### config.mk
export PLATFORM = sky130hd
export DESIGN_NAME = rhr_div
export DESIGN_NICKNAME = d
export VERILOG_FILES = /design/src/design/rhr_div.sv
export SDC_FILE = /design/constraint.sdc
export NUM_CORES = 1
export LEC_CHECK = 0
export ABC_CLOCK_PERIOD_IN_PS = 2700
export BUFFER_PORTS_ARGS = -buffer_cell sky130_fd_sc_hd__buf_4
export CAP_MARGIN = 20
export CELL_PAD_IN_SITES_DETAIL_PLACEMENT = 1
export CELL_PAD_IN_SITES_GLOBAL_PLACEMENT = 2
export CORE_MARGIN = 5
export CORE_UTILIZATION = 45
export CTS_BUF_LIST = sky130_fd_sc_hd__clkbuf_4 sky130_fd_sc_hd__clkbuf_8
export DETAILED_ROUTE_END_ITERATION = 6
export PLACE_DENSITY_LB_ADDON = 0.1
export SYNTH_ARGS = -nofsm -noshare
export SYNTH_HDL_FRONTEND = slang
export SYNTH_SLANG_ARGS = --single-unit
### constraint.sdc
create_clock -name clk_i -period 2.7 [get_ports clk_i]
set_input_delay 0.54 -clock clk_i [delete_from_list [all_inputs] [get_ports clk_i]]
set_output_delay 0.54 -clock clk_i [all_outputs]
set_load 0.02 [all_outputs]
### src/design/rhr_div.sv
// Pipelined restoring divider, one quotient bit per register stage.
`timescale 1ns / 1ps
module rhr_div #(
  parameter int unsigned NW = 25,
  parameter int unsigned DW = 9,
  parameter int unsigned QW = 17,
  parameter int unsigned SW = 1
) (
  input  logic          clk_i,
  input  logic          rst_ni,
  input  logic          valid_i,
  input  logic [NW-1:0] num_i,
  input  logic [DW-1:0] den_i,
  input  logic [SW-1:0] side_i,
  output logic          valid_o,
  output logic [QW-1:0] quo_o,
  output logic [SW-1:0] side_o
);

  logic          vld_q  [QW];
  logic [NW-1:0] num_q  [QW];
  logic [DW-1:0] den_q  [QW];
  logic [DW-1:0] rem_q  [QW];
  logic [QW-1:0] quo_q  [QW];
  logic [SW-1:0] side_q [QW];

  for (genvar k = 0; k < QW; k++) begin : g_stage
    logic          prev_vld;
    logic [NW-1:0] prev_num;
    logic [DW-1:0] prev_den;
    logic [DW-1:0] prev_rem;
    logic [QW-1:0] prev_quo;
    logic [SW-1:0] prev_side;
    logic [DW:0]   trial;
    logic [DW:0]   diff;
    logic          ge;

    if (k == 0) begin : g_first
      // The top bits of the numerator are known to be below the divisor.
      assign prev_vld  = valid_i;
      assign prev_num  = num_i;
      assign prev_den  = den_i;
      assign prev_rem  = DW'(num_i[NW-1:QW]);
      assign prev_quo  = '0;
      assign prev_side = side_i;
    end else begin : g_next
      assign prev_vld  = vld_q[k-1];
      assign prev_num  = num_q[k-1];
      assign prev_den  = den_q[k-1];
      assign prev_rem  = rem_q[k-1];
      assign prev_quo  = quo_q[k-1];
      assign prev_side = side_q[k-1];
    end

    assign trial = {prev_rem, prev_num[QW-1-k]};
    assign ge    = trial >= {1'b0, prev_den};
    assign diff  = trial - {1'b0, prev_den};

    always_ff @(posedge clk_i or negedge rst_ni) begin
      if (!rst_ni) begin
        vld_q[k] <= 1'b0;
      end else begin
        vld_q[k] <= prev_vld;
      end
    end

    always_ff @(posedge clk_i) begin
      num_q[k]  <= prev_num;
      den_q[k]  <= prev_den;
      rem_q[k]  <= ge ? diff[DW-1:0] : trial[DW-1:0];
      quo_q[k]  <= {prev_quo[QW-2:0], ge};
      side_q[k] <= prev_side;
    end
  end

  assign valid_o = vld_q[QW-1];
  assign quo_o   = quo_q[QW-1];
  assign side_o  = side_q[QW-1];

endmodule

After elaboration in Yosys (flattened, before gate mapping)
Memories as Yosys holds them, arrays and structs flattened.
Cells that the tools add are included.
{ "op_classes": {"add_sub_neg": 17, "multipliers": 0, "div": 0, "n_lt_le_gt_ge": 17, "eq_ne": 0, "shifts": 0, "muxes": 17, "bitwise": 0, "n_reduce_logical": 0} }
{ "ops": {"columns": ["operator", "count"], "rows": [
  ["$ge A10 B9 Y1", 16],
  ["$mux W9", 17],
  ["$sub A9 B9 Y9", 17],
  ["$ge A9 B9 Y1", 1]
]} }
{ "word_totals": {"ff_bits": 17, "latch_bits": 0, "ram_bits": 1037, "romBits": 0, "in_bits": 38, "out_inout_bits": 19, "wordCells": 73, "n_memories": 5} }
{ "memory_table": {"columns": ["memory", "depth", "width", "rd", "rd_clocked_by_memory_dff", "wr", "line", "source"], "rows": [
  ["num_q", 17, 25, 16, 0, 17, "21", "logic [NW-1:0] num_q [QW];"],
  ["quo_q", 17, 17, 17, 0, 17, "24", "logic [QW-1:0] quo_q [QW];"],
  ["den_q", 17, 9, 16, 0, 17, "22", "logic [DW-1:0] den_q [QW];"],
  ["rem_q", 17, 9, 16, 0, 17, "23", "logic [DW-1:0] rem_q [QW];"],
  ["side_q", 17, 1, 17, 0, 17, "25", "logic [SW-1:0] side_q [QW];"]
]} }

Depth between registers and ports, before layout
Gate-level depths: netlist of the first run.
An unclocked memory read counts as a cell.
{ "depth": {"depth_word": 3, "ltp_mapped": 10, "depth_no_buf": 10} }

Worst setup path before layout of the first run
OpenSTA, ideal clock, no wires.
{ "synth_path": {"path_type": "input-to-reg", "startpoint": "input port num_i[16]", "endpoint": "memory rem_q[0][2]", "setup_time_ns": 0.121, "arrival_time_ns": 2.273, "required_ns": 2.579, "setup_slack_ns": 0.306, "path_stages": 7, "n_path_buf": 0, "cell_sequence": "inv_1 ha_1 nand2b_1 a21o_1 a211o_1 a211oi_4 mux2_2"} }
{ "synth_lines": {"columns": ["element", "line", "source"], "rows": [
  ["start, declared", "12", "input logic [NW-1:0] num_i,"],
  ["end, declared", "23", null]
]} }

==> implementation parameters, run 1 <==
Parameter                              Value

Status
  Run status ... completed

STA
  Crit path time final ... around 2.5 ns
  Final critical-path setup slack ... around 0.23 ns
  Final hold violations ... 0
  Timing-limited maximum frequency ... between 0.4 and 0.5 GHz
  Pins Over Slew Limit ... 0
  Finish-stage setup viols ... 0
  Rel. slew slack ... 0.493
  Unrepaired setup endpoints after global routing ... false
  Measured slew at the worst slew-check pin ... 0.742 ns
  Worst clock skew on the final layout ... around 0.028 ns
  Final TNS setup ... 0 ns
  Final worst path period share ... 0.913

Global route
  Initial antenna violation count ... 0
  Overall overflow remaining after global route ... 0
  Pin count of the biggest net entering global routing ... 18
  Global-route wire length before repair ... ~66 mm
  Number of global-route vias before repair ... ~14,000
  Total track usage ... 0.158

Logic synthesis
  Async set-or-reset flop fraction in the synthesized netlist ... 0.0278
  Portion of the post-synthesis area used by sequential elements ... 0.594
  Post-synth EDFFs ... 0
  Synthesized area per cell ... about 12 µm²
  Cell taking the most area after synthesis ... dfxtp_1
  Dominant cells by area after synthesis ... dfxtp_1 (57%), ha_1 (9.2%), mux2_2 (5.8%)
  Synth cell types ... between 50 and 60
  Net Count, Synth ... around 1,900
  Area fraction of the dominant cell type after synthesis ... 0.573
  Main flop type after synthesis ... dfxtp_1
  Post-synthesis instance area ... 0.0207 mm²
  Post-synthesis instance total ... 1,718
  Count of yosys warnings during synthesis ... 0
  Total of flip-flops plus latches after synthesis ... ~600

Placed design
  Post-Place Cell Area ... 0.0220 mm²
  Dpl ws ... around 0.091 ns
  RD Place Congestion ... ~0.8
  Number of I/O port buffers ... between 50 and 60
  HPWL after detailed placement ... ~28 mm

Routing
  Remaining antenna violation count after routing ... 0
  1st-pass router iterations ... 4
  Total length of routed wires ... between 30 and 40 mm
  Number of vias in the routed layout ... approximately 12,000
  Via density per instance ... about 4.8
  Average routed wire per standard cell ... approximately 15 µm
  DRC errors left ... 0
  Initial drt markers ... between 200 and 300

Layout
  Total inserted antenna cells ... 0
  Share of cells above drive strength 1 ... 0.189
  Finished Cell Area ... 0.0244 mm²
  Number of nets in the final layout ... between 2,000 and 2,500
  Leading cell type in the layout, fill and taps excluded ... dfxtp_1
  Growth of design area from synthesis to finish ... 17.6%
  Highest-count cells in the layout ignoring fill and taps ... dfxtp_1 (594), inv_1 (197), ha_1 (153), clkbuf_8 (124), mux2_2 (106)

Pwr
  Switching portion of total power ... 0.318
  Peak supply drop ... about 0.60 mV
  Clk pwr share ... 0.262
  Reg power frac ... 0.398
  Cell Int Power ... ~21 mW
  Power density cells ... 1280 mW/mm²
  Net switching power ... about 9.9 mW
  Leakage power ... roughly 11 nW
  Gate power share ... 0.340

Worst hold path
  Terminating pin of the worst hold path ... rem_q[0][4]
  Hold Path Origin ... num_i[20]
  Hold crit path type ... input port to flip-flop
  Depth of the worst hold-timing path ... 2

Floorplan
  Std-Cell Core Area ... around 0.045 mm²
  Effective utilization at floorplan ... 0.456
  Standard-cell rows ... 78
  Area of the die ... 0.0505 mm²
  Num ports ... 57
  Die outline height ... about 220 µm
  Horizontal extent of the die ... 225 µm

Clock tree
  CTS tree ... built
  Clock sink count ... ~600
  Root buffer selected by CTS ... clkbuf_8
  CTS buffer count ... 97
  Clock latency on the worst-skew pair ... approximately 0.67 ns
  Deepest clock path buffer count ... 3
  Post-CTS Setup Repair Bufs ... 0
  H-tree level count ... 3
  Register clock-pin slew on the reported worst setup and hold paths ... 0.06 ns

Worst setup path
  Worst reg2reg startpoint ... num_q[0][87]
  Destination of the worst register-to-register timing path ... rem_q[0][38]
  Startpoint Class ... flip-flop
  CP Capture Type ... flip-flop
  Path depth of the worst reg2reg path ... 9
  Req. time, crit path ... roughly 3.2 ns
  Peak fanout along the critical path ... 9
  Worst path arrival time ... 3.01 ns
  Start-to-end type of the worst setup path ... flip-flop to flip-flop
  Reg-to-reg setup timing slack ... roughly 0.23 ns

Flow run
  Count of max-cap constraint violations ... 0
-- cells by family after synthesis --
group                    count (synthesis)  synth area share
flip-flops                             611             0.594
AO/OA/AOI/OAI                          311             0.105
multiplexers                           131            0.0696
XOR/XNOR                                81            0.0342
adder cells (fa/ha/maj)                169             0.108
AND/OR/NAND/NOR                        213            0.0527
buffers and inverters                  202            0.0368
-- through the flow --
step | instances | total power, mW | hold slack [ns] | util
floorplan | 1718 | 20.5 | 0.244 | -
global placement | 2381 | 22.9 | 0.310 | 0.483
detailed placement | 2381 | 23.2 | 0.313 | 0.483
CTS | 2582 | 31.7 | 0.0341 | 0.536
global route | 2582 | 33.5 | 0.0550 | 0.536
finish | 2582 | 31.2 | 0.117 | 0.536
-- layout make-up --
class | count | area [µm²]
clock buffers | 142 | 1840
clock inverters | 31 | 269
fillers | 4787 | 21100
inverters | 197 | 739
multi-input cells | 905 | 7680
flip-flops and latches | 611 | 12300
well taps | 600 | 751
repair buffers | 96 | 791
-- Yosys cell counts (8+ instances only) --
cell type / instances
dfxtp_1: 594
inv_1: 197
ha_1: 153
mux2_2: 106
a21oi_1: 98
xnor2_1: 64
nor2_1: 62
o21ai_0: 47
a21o_1: 30
nand2_1: 29
nand2b_1: 28
mux2i_1: 25
nand4_1: 24
nand3_1: 20
dfrtp_1: 17
xor2_1: 17
a211oi_1: 16
fa_1: 16
nor2b_1: 15
o21a_1: 15
o31ai_1: 12
o211ai_1: 11
a21boi_0: 10
a31o_2: 10
a311oi_1: 8
nor3_1: 8
o31ai_4: 8
o41ai_1: 8
-- state kept, by name (all words and copies together), names as in the netlist --
| signal | count |
|---|---|
| valid_o | 1 |
| rem_q | 144 |
| den_q | 144 |
| quo_q | 153 |
| num_q | 136 |
| g_stage.prev_vld | 16 |
| side_q | 17 |
-- power by group through the flow --
| stage | Clock, mW | Sequential, mW | Combinational (mW) |
|---|---|---|---|
| final | 8.18 | 12.4 | 10.6 |
| after global routing | 8.96 | 12.7 | 11.8 |
| after CTS | 8.54 | 12.5 | 10.7 |
| after detailed placement | 0 | 12.7 | 10.5 |
| after global placement | 0 | 12.6 | 10.3 |
| after floorplan | 0 | 12.4 | 8.15 |
-- critical path: stages (launching register included) --
cell and delay (ns):
dfxtp_1 0.30, inv_1 0.06, ha_1 0.17, inv_1 0.06, fa_1 0.40, a21o_1 0.22
a31o_2 0.26, a21oi_1 0.36, o31ai_4 0.19, mux2_2 0.34
-- worst max path at each step --
stage | to | cells after the start | from | slack (ns)
detailed placement | rem_q[0][109] | 9 | num_q[0][279] | 0.09
global route | rem_q[0][109] | 6 | den_q[0][106] | 0.04
finish | rem_q[0][38] | 9 | num_q[0][87] | 0.23
floorplan | rem_q[0][2] | 7 | num_i[16] | 0.31
CTS | rem_q[0][109] | 9 | num_q[0][279] | 0.06
global placement | rem_q[0][109] | 9 | num_q[0][279] | 0.13
-- repair_timing --
item / in CTS / in global routing
resized for setup: 0 / 4
setup endpoints to repair: 0 / 13
hold endpoints to repair: 44 / 0
hold buffers: 28 / 0
-- layer usage --
metal	wire length, µm	up-vias	part of all wire	GRT usage
met5	0	-	0	0
met3	1250	67	0.032	0.0347
met4	847	0	0.022	0.0603
met1	17900	5926	0.46	0.196
met2	18800	135	0.49	0.270
li1	-	6293	-	-
(Power assumes the default switching activity.)
==> inputs of run 2 (changes only) <==
CORE_UTILIZATION = 35   (was 45)
==> implementation parameters, run 2 (synthesis results as in run 1) <==
Parameter                              Value

STA
  Measured slew at the worst slew-check pin ... 0.831 ns (+0.0890 ns)
  Timing-limited maximum frequency ... 0.396 GHz (-2.2%)
  Final TNS setup ... 0 ns (unchanged)
  Final worst path period share ... 0.934 (+0.0210)
  Rel. slew slack ... 0.444 (-0.0491)
  Crit path time final ... 2.52 ns (+0.0567 ns)
  Pins Over Slew Limit ... 0 (unchanged)
  Unrepaired setup endpoints after global routing ... false
  Final critical-path setup slack ... 0.178 ns (-0.0567 ns)
  Finish-stage setup viols ... 0 (unchanged)
  Worst clock skew on the final layout ... 0.0222 ns (-0.00532 ns)
  Final hold violations ... 0 (unchanged)

Worst setup path
  Buffer and inverter count on the worst path ... 1 (-1)
  Crit-path cells ... ha_1, inv_1, fa_1, a21o_1, a21oi_1, a311o_1, a22oi_4, mux2_2
  Cell family with the largest share of critical-path delay ... compound AO/OA/AOI/OAI gates
  Start-to-end type of the worst setup path ... flip-flop to flip-flop
  Path depth of the worst reg2reg path ... 8 (-1)
  Peak fanout along the critical path ... 9 (unchanged)
  Worst path arrival time ... 3.08 ns (+0.07 ns)
  Startpoint Class ... flip-flop
  Reg-to-reg setup timing slack ... 0.18 ns (-0.06 ns)
  Destination of the worst register-to-register timing path ... rem_q[0][100]
  Req. time, crit path ... 3.26 ns (+0.02 ns)
  CP Capture Type ... flip-flop
  Worst reg2reg startpoint ... den_q[0][90]
  Critical Path Slowest Stage Cell ... fa_1
  Delay of the slowest critical-path stage ... 0.42 ns (+0.02 ns)

Worst hold path
  Hold Path Origin ... num_i[23]
  Terminating pin of the worst hold path ... rem_q[0][7]
  Hold crit path type ... input port to flip-flop
  Depth of the worst hold-timing path ... 2 (unchanged)

Pwr
  Power density cells ... 1290 mW/mm² (+0.58%)
  Leakage power ... 11.1 nW (+0.88%)
  Reg power frac ... 0.391 (-0.007)
  Switching portion of total power ... 0.315 (-0.00370)
  Net switching power ... 10.0 mW (+1.0%)
  Cell Int Power ... 21.9 mW (+2.8%)
  Clk pwr share ... 0.278 (+0.016)
  Peak supply drop ... 0.437 mV (-28%)
  Gate power share ... 0.331 (-0.009)

Floorplan
  Effective utilization at floorplan ... 0.352 (-0.104)
  Area of the die ... 0.0642 mm² (+27%)
  Horizontal extent of the die ... 253 µm (+13%)
  Std-Cell Core Area ... 0.0589 mm² (+30%)
  Standard-cell rows ... 89 (+14%)
  Num ports ... 57 (unchanged)
  Die outline height ... 253 µm (+13%)

Clock tree
  Deepest clock path buffer count ... 3 (unchanged)
  Post-CTS Setup Repair Bufs ... 0 (unchanged)
  CTS buffer count ... 102 (+5.2%)
  Clock latency on the worst-skew pair ... 0.67 ns (about the same)
  CTS tree ... built
  Clock sink count ... 611 (unchanged)
  Root buffer selected by CTS ... clkbuf_8
  H-tree level count ... 3 (unchanged)
  Register clock-pin slew on the reported worst setup and hold paths ... 0.06 ns (about the same)

Placed design
  RD Place Congestion ... 0.788 (-1.2%)
  HPWL after detailed placement ... 30.8 mm (+8.3%)
  Number of I/O port buffers ... 56 (unchanged)
  Post-Place Cell Area ... 0.0222 mm² (+0.92%)
  Dpl ws ... 0.143 ns (+0.0525 ns)

Layout
  Growth of design area from synthesis to finish ... 19.5%
  Finished Cell Area ... 0.0248 mm² (+1.6%)
  Highest-count cells in the layout ignoring fill and taps ... dfxtp_1 (594), inv_1 (197), ha_1 (153), clkbuf_8 (131), mux2_2 (106)
  Biggest regs ... quo_q x153, den_q x144, rem_q x144
  Flip-flop count of the largest register after layout ... 153 (unchanged)
  Number of nets in the final layout ... 2,118 (+0.14%)
  Leading cell type in the layout, fill and taps excluded ... dfxtp_1
  Share of cells above drive strength 1 ... 0.191 (+0.00257)
  Largest register by flop count ... quo_q

Global route
  Total track usage ... 0.133 (-0.0252)
  Global-route wire length before repair ... 69.3 mm (+5.0%)
  Overall overflow remaining after global route ... 0 (unchanged)
  Pin count of the biggest net entering global routing ... 18 (unchanged)
  Number of global-route vias before repair ... 13,487 (-0.17%)
  Initial antenna violation count ... 1 (+1)

Routing
  Remaining antenna violation count after routing ... 0 (unchanged)
  Number of vias in the routed layout ... 12,430 (+0.072%)
  Initial drt markers ... 314 (+13%)
  Average routed wire per standard cell ... 15.0 µm (about the same)
  DRC errors left ... 0 (unchanged)
  1st-pass router iterations ... 6 (+2)
  Via density per instance ... 4.49 (-6.6%)
  Total length of routed wires ... 41.5 mm (+7.1%)

Status
  Run status ... completed

Flow run
  Count of max-cap constraint violations ... 0 (unchanged)
==> run 2: cell types whose count changed in the layout (fill, tap and decap cells not counted), sizes merged <==
cell      previous run  this run
clkinv              23        17
clkbuf             142       158
clkinvlp             2         1
bufinv               2         5
buf                 68        66
diode                0         1
==> run 2: how the worst max path moves through the flow <==
stage | start | to | slack (ns) | depth (start not counted)
detailed placement | num_i[16] | rem_q[0][8] | 0.14 | 9
CTS | den_q[0][108] | rem_q[0][123] | 0.12 | 9
floorplan | num_i[16] | rem_q[0][2] | 0.31 | 7
global placement | num_q[0][39] | rem_q[0][20] | 0.14 | 9
finish | den_q[0][90] | rem_q[0][100] | 0.18 | 8
global route | num_q[0][279] | rem_q[0][109] | 0.002 | 9
==> run 2: power by group through the flow <==
| stage | Combinational (mW) | Clock (mW) | Sequential (mW) |
|---|---|---|---|
| 2_1_floorplan | 8.15 | 0 | 12.4 |
| 3_3_place_gp | 10.4 | 0 | 12.7 |
| 3_5_place_dp | 10.5 | 0 | 12.7 |
| 4_1_cts | 10.7 | 9.31 | 12.5 |
| 5_1_grt | 11.8 | 9.73 | 12.7 |
| 6_report | 10.6 | 8.88 | 12.5 |
==> run 2: worst reg2reg max path: stages (launching register included) <==
cell and delay (ns):
dfxtp_1 0.36, ha_1 0.18, inv_1 0.06, fa_1 0.42
a21o_1 0.21, a21oi_1 0.33, a311o_1 0.37, a22oi_4 0.16
mux2_2 0.32
==> run 2: area by class of cell <==
class | instances | area [µm²]
Antenna cell | 1 | 2.50
Clock buffer | 158 | 2010
Clock inverter | 27 | 313
Fill cell | 6266 | 34100
Inverter | 197 | 739
Multi-Input combinational cell | 905 | 7660
Sequential cell | 611 | 12300
Tap cell | 773 | 967
Timing Repair Buffer | 94 | 776
==> run 2: metrics by stage <==
| step | power (mW) | utilization | hold slack (ns) | cells |
|---|---|---|---|---|
| 2_1_floorplan | 20.5 | - | 0.244 | 1718 |
| 3_3_place_gp | 23.1 | 0.377 | 0.310 | 2552 |
| 3_5_place_dp | 23.3 | 0.377 | 0.313 | 2552 |
| 4_1_cts | 32.6 | 0.421 | 0.0349 | 2765 |
| 5_1_grt | 34.3 | 0.421 | 0.0586 | 2766 |
| 6_report | 31.9 | 0.421 | 0.124 | 2766 |
==> run 2: layer usage <==
layer  vias to the layer above  GRT usage  routed length, µm
li1                       6296          -                  -
met5                         -          0                  0
met4                         0     0.0545               1180
met3                        79     0.0319               1680
met2                       171      0.227              20100
met1                      5884      0.161              18500
==> run 2: repair_timing <==
action / CTS / global route
hold buffers: 28 / 0
setup endpoints to repair: 0 / 3
resized for setup: 0 / 1
hold endpoints to repair: 44 / 0
